## src/sv/stt_pkg.sv

```systemverilog
package stt_pkg;

  localparam int RowW = 5;
  localparam int ColW = 5;
  localparam int ValW = 32;
  localparam int CfgW = 6;
  localparam logic [CfgW-1:0] NumColsReset = 6'd32;

  typedef struct packed {
    logic [RowW-1:0]        src_row;
    logic [ColW-1:0]        src_col;
    logic signed [ValW-1:0] entry_value;
    logic                   is_last;
  } in_item_t;

  typedef struct packed {
    logic [ColW-1:0]        out_row;
    logic [RowW-1:0]        out_col;
    logic signed [ValW-1:0] out_value;
    logic                   out_last;
    logic                   error_flag;
  } out_item_t;

  // one stored triple
  typedef struct packed {
    logic [ColW-1:0] row;
    logic [ColW-1:0] col;
    logic [ValW-1:0] val;
  } trip_t;

  typedef enum logic [1:0] {
    ST_LOAD,
    ST_PREFIX,
    ST_SCATTER,
    ST_EMIT
  } stt_state_e;

  typedef struct packed {
    logic load;
    logic prefix;
    logic scatter;
    logic emit;
    logic idx_clr;
    logic clear;
  } stt_cmd_t;

  typedef struct packed {
    logic last_acc;
    logic none_kept;
    logic prefix_done;
    logic scatter_done;
    logic emit_done;
  } stt_sts_t;

endpackage

```

## src/sv/stt_ctrl.sv

```systemverilog
module stt_ctrl import stt_pkg::*; (
  input  logic     clk_i,
  input  logic     rst_ni,
  input  stt_sts_t sts_i,
  output stt_cmd_t cmd_o,
  output logic     in_stall_o
);

  stt_state_e state_q, state_d;

  always_ff @(posedge clk_i or negedge rst_ni) begin
    if (!rst_ni) begin
      state_q <= ST_LOAD;
    end else begin
      state_q <= state_d;
    end
  end

  always_comb begin
    state_d = state_q;
    cmd_o   = '0;
    unique case (state_q)
      ST_LOAD: begin
        cmd_o.load = 1'b1;
        if (sts_i.last_acc) begin
          // empty matrix ends with no results
          if (sts_i.none_kept) begin
            cmd_o.clear = 1'b1;
          end else begin
            cmd_o.idx_clr = 1'b1;
            state_d       = ST_PREFIX;
          end
        end
      end
      ST_PREFIX: begin
        cmd_o.prefix = 1'b1;
        if (sts_i.prefix_done) begin
          cmd_o.idx_clr = 1'b1;
          state_d       = ST_SCATTER;
        end
      end
      ST_SCATTER: begin
        cmd_o.scatter = 1'b1;
        if (sts_i.scatter_done) begin
          cmd_o.idx_clr = 1'b1;
          state_d       = ST_EMIT;
        end
      end
      ST_EMIT: begin
        cmd_o.emit = 1'b1;
        if (sts_i.emit_done) begin
          cmd_o.clear = 1'b1;
          state_d     = ST_LOAD;
        end
      end
      default: begin
        state_d = ST_LOAD;
      end
    endcase
  end

  assign in_stall_o = (state_q != ST_LOAD);

endmodule

```

## config.mk

```make
export PLATFORM = sky130hd
export DESIGN_NAME = stt_ctrl
export DESIGN_NICKNAME = d
export VERILOG_FILES = /design/src/sv/stt_pkg.sv /design/src/sv/stt_ctrl.sv
export SDC_FILE = /design/constraint.sdc
export NUM_CORES = 1
export LEC_CHECK = 0
export ABC_AREA = 1
export BUFFER_PORTS_ARGS = -buffer_cell sky130_fd_sc_hd__buf_2
export CELL_PAD_IN_SITES_DETAIL_PLACEMENT = 1
export CELL_PAD_IN_SITES_GLOBAL_PLACEMENT = 1
export CORE_AREA = 8 8 45 47
export DETAILED_ROUTE_END_ITERATION = 8
export DIE_AREA = 0 0 53 55
export PLACE_DENSITY_LB_ADDON = 0.05
export SYNTH_ARGS = -nofsm -noshare
export SYNTH_HDL_FRONTEND = slang
export SYNTH_SLANG_ARGS = --single-unit
```

## constraint.sdc

```tcl
create_clock -name clk_i -period 2.7 [get_ports clk_i]
set_clock_uncertainty 0.05 [all_clocks]
set_input_delay 0.135 -clock clk_i [delete_from_list [all_inputs] [get_ports clk_i]]
set_output_delay 0.135 -clock clk_i [all_outputs]
set_load 0.005 [all_outputs]
```

==> results of run 1 <==
cell usage in the layout, fill, tap and decap left out:
cell / synthesis / layout
sky130_fd_sc_hd__buf_2: 0 / 13
sky130_fd_sc_hd__nand2_1: 6 / 6
sky130_fd_sc_hd__ha_1: 6 / 6
sky130_fd_sc_hd__nand3_1: 5 / 5
sky130_fd_sc_hd__inv_1: 5 / 5
sky130_fd_sc_hd__inv_2: 4 / 4
sky130_fd_sc_hd__nand2_2: 3 / 3
sky130_fd_sc_hd__clkbuf_4: 0 / 3
sky130_fd_sc_hd__o21bai_1: 2 / 2
sky130_fd_sc_hd__dfrtp_1: 2 / 2
sky130_fd_sc_hd__a21oi_1: 1 / 1
sky130_fd_sc_hd__a31oi_1: 1 / 1
sky130_fd_sc_hd__a21oi_4: 1 / 1
sky130_fd_sc_hd__nor2_2: 1 / 1
sky130_fd_sc_hd__or2_0: 1 / 1
sky130_fd_sc_hd__dlygate4sd3_1: 0 / 1
cells in the mapped netlist:
cell type / instances / area [µm²]
sky130_fd_sc_hd__a21oi_4: 1 / 16.3
sky130_fd_sc_hd__or2_0: 1 / 6.26
sky130_fd_sc_hd__inv_1: 5 / 18.8
sky130_fd_sc_hd__ha_1: 6 / 75.1
sky130_fd_sc_hd__nor2_2: 1 / 6.26
sky130_fd_sc_hd__inv_2: 4 / 15.0
sky130_fd_sc_hd__o21bai_1: 2 / 15.0
sky130_fd_sc_hd__nand2_1: 6 / 22.5
sky130_fd_sc_hd__dfrtp_1: 2 / 50.1
sky130_fd_sc_hd__a31oi_1: 1 / 6.26
sky130_fd_sc_hd__a21oi_1: 1 / 5.00
sky130_fd_sc_hd__nand3_1: 5 / 25.0
sky130_fd_sc_hd__nand2_2: 3 / 18.8
power breakdown:
| part | internal [mW] | switching (mW) | leakage (nW) |
|---|---|---|---|
| sequential | 0.0471 | 0.0172 | 0.0243 |
| combinational | 0.127 | 0.162 | 0.203 |
| clock | 0.0489 | 0.0151 | 0.0138 |
routing by layer:
layer	up-vias	track usage (%)	wire length, µm
li1	153	-	-
met3	0	2.41	63
met1	134	5.77	293
met4	0	3.88	0
met5	-	0	0
met2	5	10.4	436
final cells by class:
type	instances	share of cell area (%)
multi-input cells	27	49.4
flip-flops and latches	2	12.6
well taps	16	5.03
repair buffers	14	18.9
clock buffers	3	5.66
inverters	9	8.49
path summary, 6_finish.rpt:
kind | to | cells after the start
min reg2reg | state_q[1] | 3
max in group asynchronous | state_q[1] | 2
min | state_q[0] | 2
min in group clk_i | state_q[0] | 5
max reg2reg | state_q[0] | 6
max | cmd_o[1] | 5
what timing repair did:
action	in CTS	in global routing
hold buffers	1	0
gates resized for setup	0	0
endpoints found under the hold margin	2	0
metrics by stage:
step / worst slack, ns / utilization [%]
6_report: 1.12 / 28.8
5_1_grt: 1.02 / 28.8
4_1_cts: 1.07 / 28.8
3_5_place_dp: 1.32 / 26.4
3_3_place_gp: 1.38 / 26.4
2_1_floorplan: 1.49 / -
cells by family (layout without fill, tap and decap cells):
| kind of cell | count (synthesis) | after routing | synth area share [%] |
|---|---|---|---|
| adders and majority gates | 6 | 6 | 26.8 |
| AOI/OAI and AO/OA | 5 | 5 | 15.2 |
| buffers and inverters | 9 | 26 | 12.1 |
| and+or+nand+nor | 16 | 16 | 28.1 |
| DFF | 2 | 2 | 17.9 |
==> metrics.md, run 1 <==
| Metric | Value |
|---|---|
| Outcome | finished, final reports clean |
| Number of vias per cell after detailed routing | slightly above 4 |
| Register ranked first by flip-flop count | state_q |
| Area grow syn2layout | 42.0% |
| Cell Area, Placed | 365 µm² |
| Path class of the lowest-slack min-delay path | primary input to async pin |
| Combined area of all synthesized cells | 280 µm² |
| H-tree depth | 1 |
| Final setup vio count | 0 |
| Max IR drop VDD | roughly 0.4 mV |
| Effective utilization at floorplan | between 20 and 25% |
| Die height | about 55 µm |
| Cell area power density | approximately 1000 nW/µm² |
| R2r startpoint | state_q[0] |
| Setup CP Type | register to primary output |
| Worst path max stage delay | 0.40 ns |
| First-iteration detailed-routing DRC count | 0 |
| Highest fanout seen on the critical path | 4 |
| Flip-flop count of the largest register after layout | 2 |
| Fraction of layout instances using a drive strength above 1 | between 40% and 50% |
| Summed area of non-filler cells in the final layout | between 300 and 400 µm² |
| Slowest cell on the critical path | sky130_fd_sc_hd__dfrtp_1 |
| Residual DRC count | 0 |
| Leftover overflow at the end of global routing | 0 |
| Setup crit start kind | register |
| CTS Sinks | 2 |
| Area of the die | 2920 µm² |
| Count of mapped cells out of synthesis | 38 |
| CTS tree | built |
| Sequential cell area | 50.0 µm² |
| Inserted Diodes | 0 |
| Worst setup path startpoint | state_q[0] |
| Area occupied by multi-input gates | slightly below 200 µm² |
| Max-cap violations | 0 |
| # nets final | 70 |
| Clk Tree Root Cell | sky130_fd_sc_hd__clkbuf_4 |
| Total I/O pin count | 14 |
| Leading registers by flop count | state_q: 2 flops |
| Slew @ Worst Pin | around 0.16 ns |
| Worst-case register-to-register setup slack | approximately 1.4 ns |
| Cells traversed along the worst timing path | inv_1 -> ha_1 -> nand2_1 -> a31oi_1 -> buf_2 |
| First-pass GRT wire length | approximately 1300 µm |
| Unrepaired setup endpoints after global routing | false |
| Synthesized net count | 51 |
| Static leakage | 0.241 nW |
| Register bit total from synthesis | 2 |
| Pin count of the biggest net entering global routing | 5 |
| Detailed-router iteration count before antenna repair | 1 |
| Highest clock frequency the design can meet | 632 MHz |
| Number of placement rows | 14 |
| Required time reported for the critical path endpoint | between 2 and 3 ns |
| Final GP Congestion | between 0.7 and 0.8 |
| Yosys warning total | 0 |
| Total Negative Setup Slacks | 0 ns |
| Number of antenna violations at the first check in global routing | 0 |
| Setup fix buffers added after clock tree synthesis | 0 |
| Family of cells with the greatest summed delay on the critical path | flip-flops |
| Vias post-DR | about 290 |
| Average wire per cell in the routed design | approximately 11 µm |
| HPWL reported at the end of detailed placement | 719 µm |
| Clock latency at the later pin of the worst-skew pair | between 0.2 and 0.25 ns |
| Yosys cell types | 13 |
| Min Tclk post-route | 1.58 ns |
| Final-layout fill cell count | ~180 |
| Vias in the first global route | 313 |
| Clk slew on worst S/H paths | roughly 0.030 ns |
| Die width | around 53 µm |
| Fin cells | 71 |
| Final wirelength | 794 µm |
| Power, Total | between 0.4 and 0.5 mW |
| Placed insts | 67 |
| Headroom to the max-slew limit | 89.2% |
| Final hold slack | 0.177 ns |
| Overall fraction of global-route tracks in use | under 10% |
| Crit path buf inv count | 2 |
| Clock tree buffer depth | 2 |
| Sequential element share of the synthesized area | 17.9% |
| I/O Buffers | 13 |
| Final slew viol count | 0 |
| Worst setup EP type | primary output |
| Final worst-path cycle share | approximately three fifths |
| Average footprint of a synthesized cell | between 7 and 8 µm² |
| Final count of hold timing violations | 0 |
| Core Region | around 1400 µm² |
| Residual antenna-violating net count after detailed routing | 0 |
| Arr. time, crit path | around 1.4 ns |
| CTS Buf Count | 3 |
(Power assumes the default switching activity.)
==> run 2, diff against run 1 <==
==> constraint.sdc (replaced) <==
create_clock -name clk_i -period 1.6 [get_ports clk_i]
set_clock_uncertainty 0.05 [all_clocks]
set_input_delay 0.08 -clock clk_i [delete_from_list [all_inputs] [get_ports clk_i]]
set_output_delay 0.08 -clock clk_i [all_outputs]
set_load 0.005 [all_outputs]
==> run 2 against run 1 <==
  * Power rose by 71%
  * Clock power rose by 75%
  * Critical path depth did not move
  * Largest cell class unchanged
==> metrics.md, run 2 (synthesis gave the netlist of run 1 again) <==
| Metric | Value |
|---|---|
| Setup CP Type | register to primary output (unchanged) |
| CTS Sinks | 2 (unchanged) |
| Setup crit start kind | register (unchanged) |
| First-iteration detailed-routing DRC count | 0 (unchanged) |
| Residual DRC count | 0 (unchanged) |
| Unrepaired setup endpoints after global routing | false (unchanged) |
| HPWL reported at the end of detailed placement | 698 µm (was 719 µm) |
| Total I/O pin count | 14 (unchanged) |
| Core Region | 1380 µm² (unchanged) |
| Fraction of layout instances using a drive strength above 1 | 49.1% (was 45.5%) |
| Path class of the lowest-slack min-delay path | primary input to async pin (unchanged) |
| Pin count of the biggest net entering global routing | 5 (unchanged) |
| H-tree depth | 1 (unchanged) |
| Clk slew on worst S/H paths | 0.03 ns (about the same) |
| Max IR drop VDD | 0.491 mV (was 0.394 mV) |
| Switch share | 46.7% (was 46.6%) |
| Highest clock frequency the design can meet | 678 MHz |
| Arr. time, crit path | 1.34 ns (was 1.40 ns) |
| CTS tree | built (unchanged) |
| Register ranked first by flip-flop count | state_q (unchanged) |
| Final GP Congestion | 0.672 (was 0.709) |
| Placed insts | 67 (unchanged) |
| Min Tclk post-route | 1.47 ns |
| Worst setup EP type | primary output (unchanged) |
| Inserted Diodes | 0 (unchanged) |
| Leading registers by flop count | state_q: 2 flops (unchanged) |
| Area of the die | 2920 µm² (unchanged) |
| Final slew viol count | 0 (unchanged) |
| Fin cells | 71 (unchanged) |
| Highest fanout seen on the critical path | 4 (unchanged) |
| Final count of hold timing violations | 0 (unchanged) |
| Proportion of power drawn by the clock network | 15.7% (was 15.3%) |
| Cell area power density | 1780 nW/µm² (was 1050 nW/µm²) |
| Cell-internal power | 0.380 mW (was 0.223 mW) |
| Final worst-path cycle share | ~92% |
| Portion of total power attributed to sequential cells | 15.4% (about the same) |
| Number of antenna violations at the first check in global routing | 0 (unchanged) |
| Average wire per cell in the routed design | 11.1 µm (was 11.2 µm) |
| First-pass GRT wire length | 1250 µm (was 1290 µm) |
| Combinational fraction of design power | 68.9% (was 69.2%) |
| Cell Area, Placed | 365 µm² (unchanged) |
| Area grow syn2layout | 42.9% (was 42.0%) |
| Headroom to the max-slew limit | 89.5% (was 89.2%) |
| Final wirelength | 789 µm (was 794 µm) |
| Required time reported for the critical path endpoint | 1.47 ns (was 2.52 ns) |
| CTS Buf Count | 3 (unchanged) |
| Slew @ Worst Pin | 0.157 ns (was 0.163 ns) |
| Final-layout fill cell count | 172 (was 181) |
| Vias in the first global route | 312 (was 313) |
| Total Negative Setup Slacks | 0 ns (unchanged) |
| I/O Buffers | 13 (unchanged) |
| Most frequent cells in the layout | 13 x sky130_fd_sc_hd__buf_2, 6 x sky130_fd_sc_hd__nand2_1, 5 x sky130_fd_sc_hd__inv_2, 5 x sky130_fd_sc_hd__nand3_1, 5 x sky130_fd_sc_hd__ha_1 (was 13 x sky130_fd_sc_hd__buf_2, 6 x sky130_fd_sc_hd__nand2_1, 6 x sky130_fd_sc_hd__ha_1, 5 x sky130_fd_sc_hd__nand3_1, 5 x sky130_fd_sc_hd__inv_1) |
| Final setup vio count | 0 (unchanged) |
| Leading cell type in the layout, fill and taps excluded | sky130_fd_sc_hd__buf_2 (unchanged) |
| Setup fix buffers added after clock tree synthesis | 0 (unchanged) |
| Outcome | finished, final reports clean (unchanged) |
| Max-cap violations | 0 (unchanged) |
| Overall fraction of global-route tracks in use | 5.79% (was 5.95%) |
| Flip-flop count of the largest register after layout | 2 (unchanged) |
| Clock latency at the later pin of the worst-skew pair | 0.22 ns (about the same) |
| Number of vias per cell after detailed routing | 4.06 (was 4.11) |
| Detailed-router iteration count before antenna repair | 1 (unchanged) |
| Power, Total | 0.713 mW (was 0.417 mW) |
| Leftover overflow at the end of global routing | 0 (unchanged) |
| Number of placement rows | 14 (unchanged) |
| Die width | 53 µm (unchanged) |
| Residual antenna-violating net count after detailed routing | 0 (unchanged) |
| # nets final | 70 (unchanged) |
| Static leakage | 0.238 nW (was 0.241 nW) |
| Vias post-DR | 288 (was 292) |
| Clk Tree Root Cell | sky130_fd_sc_hd__clkbuf_4 (unchanged) |
| Effective utilization at floorplan | 20.3% (unchanged) |
| Summed area of non-filler cells in the final layout | 400 µm² (was 398 µm²) |
| Clock tree buffer depth | 2 (unchanged) |
| Sw power | 0.333 mW (was 0.194 mW) |
| Die height | 55 µm (unchanged) |
run 2: cell count changes in the layout (fill, tap and decap cells not counted):
cell / delta
sky130_fd_sc_hd__inv_2: +1
sky130_fd_sc_hd__ha_2: +1
sky130_fd_sc_hd__ha_1: -1
sky130_fd_sc_hd__inv_1: -1
run 2: power groups by stage:
stage               clock network, mW  registers, mW  logic [mW]
floorplan                           0          0.102       0.329
CTS                             0.120          0.109       0.508
global placement                    0          0.105       0.501
global route                    0.123          0.115       0.567
detailed placement                  0          0.109       0.505
finish                          0.112          0.110       0.491
run 2: stage by stage:
stage	setup slack, ns	hold WS (ns)	utilization (%)
final	0.126	0.118	28.9
after CTS	0.0273	0.116	28.8
after detailed placement	0.248	-0.184	26.4
after floorplan	0.390	-0.266	-
after global routing	0.0277	0.128	28.9
after global placement	0.279	-0.185	26.4
run 2: area by class of cell:
class / count / area (µm²) / area share, %
multi-input cells: 27 / 199 / 49.7
inverters: 9 / 33.8 / 8.44
clock buffers: 3 / 22.5 / 5.62
repair buffers: 14 / 75.1 / 18.8
well taps: 16 / 20.0 / 5.00
flip-flops and latches: 2 / 50.0 / 12.5
run 2: layer usage:
| layer | routed length, µm | track usage [%] |
|---|---|---|
| met5 | 0 | 0 |
| met4 | 0 | 5.17 |
| met3 | 47 | 1.07 |
| met2 | 442 | 10.2 |
| met1 | 299 | 5.77 |
run 2: worst paths after layout:
check,slack [ns],start,end,cells after the start
worst max-delay path,0.13,state_q[1],cmd_o[1],5
worst min-delay path,0.12,rst_ni,state_q[1],2
worst max register to register,0.30,state_q[1],state_q[1],7
worst min register to register,0.68,state_q[0],state_q[0],3
max in group asynchronous,1.28,rst_ni,state_q[0],2
min in group clk_i,0.21,sts_i[4],state_q[1],4
run 2: what timing repair did:
item / 4_1_cts / 5_1_grt
hold endpoints to repair: 2 / 0
endpoints found under the setup margin: 0 / 1
gates resized for setup: 0 / 2
hold buffers: 1 / 0
run 2: critical path: stages, from the launching register on:
cell and delay, ns:
sky130_fd_sc_hd__dfrtp_1 0.40, sky130_fd_sc_hd__inv_1 0.14, sky130_fd_sc_hd__ha_1 0.21, sky130_fd_sc_hd__nand2_1 0.07, sky130_fd_sc_hd__a31oi_1 0.16, sky130_fd_sc_hd__buf_2 0.14
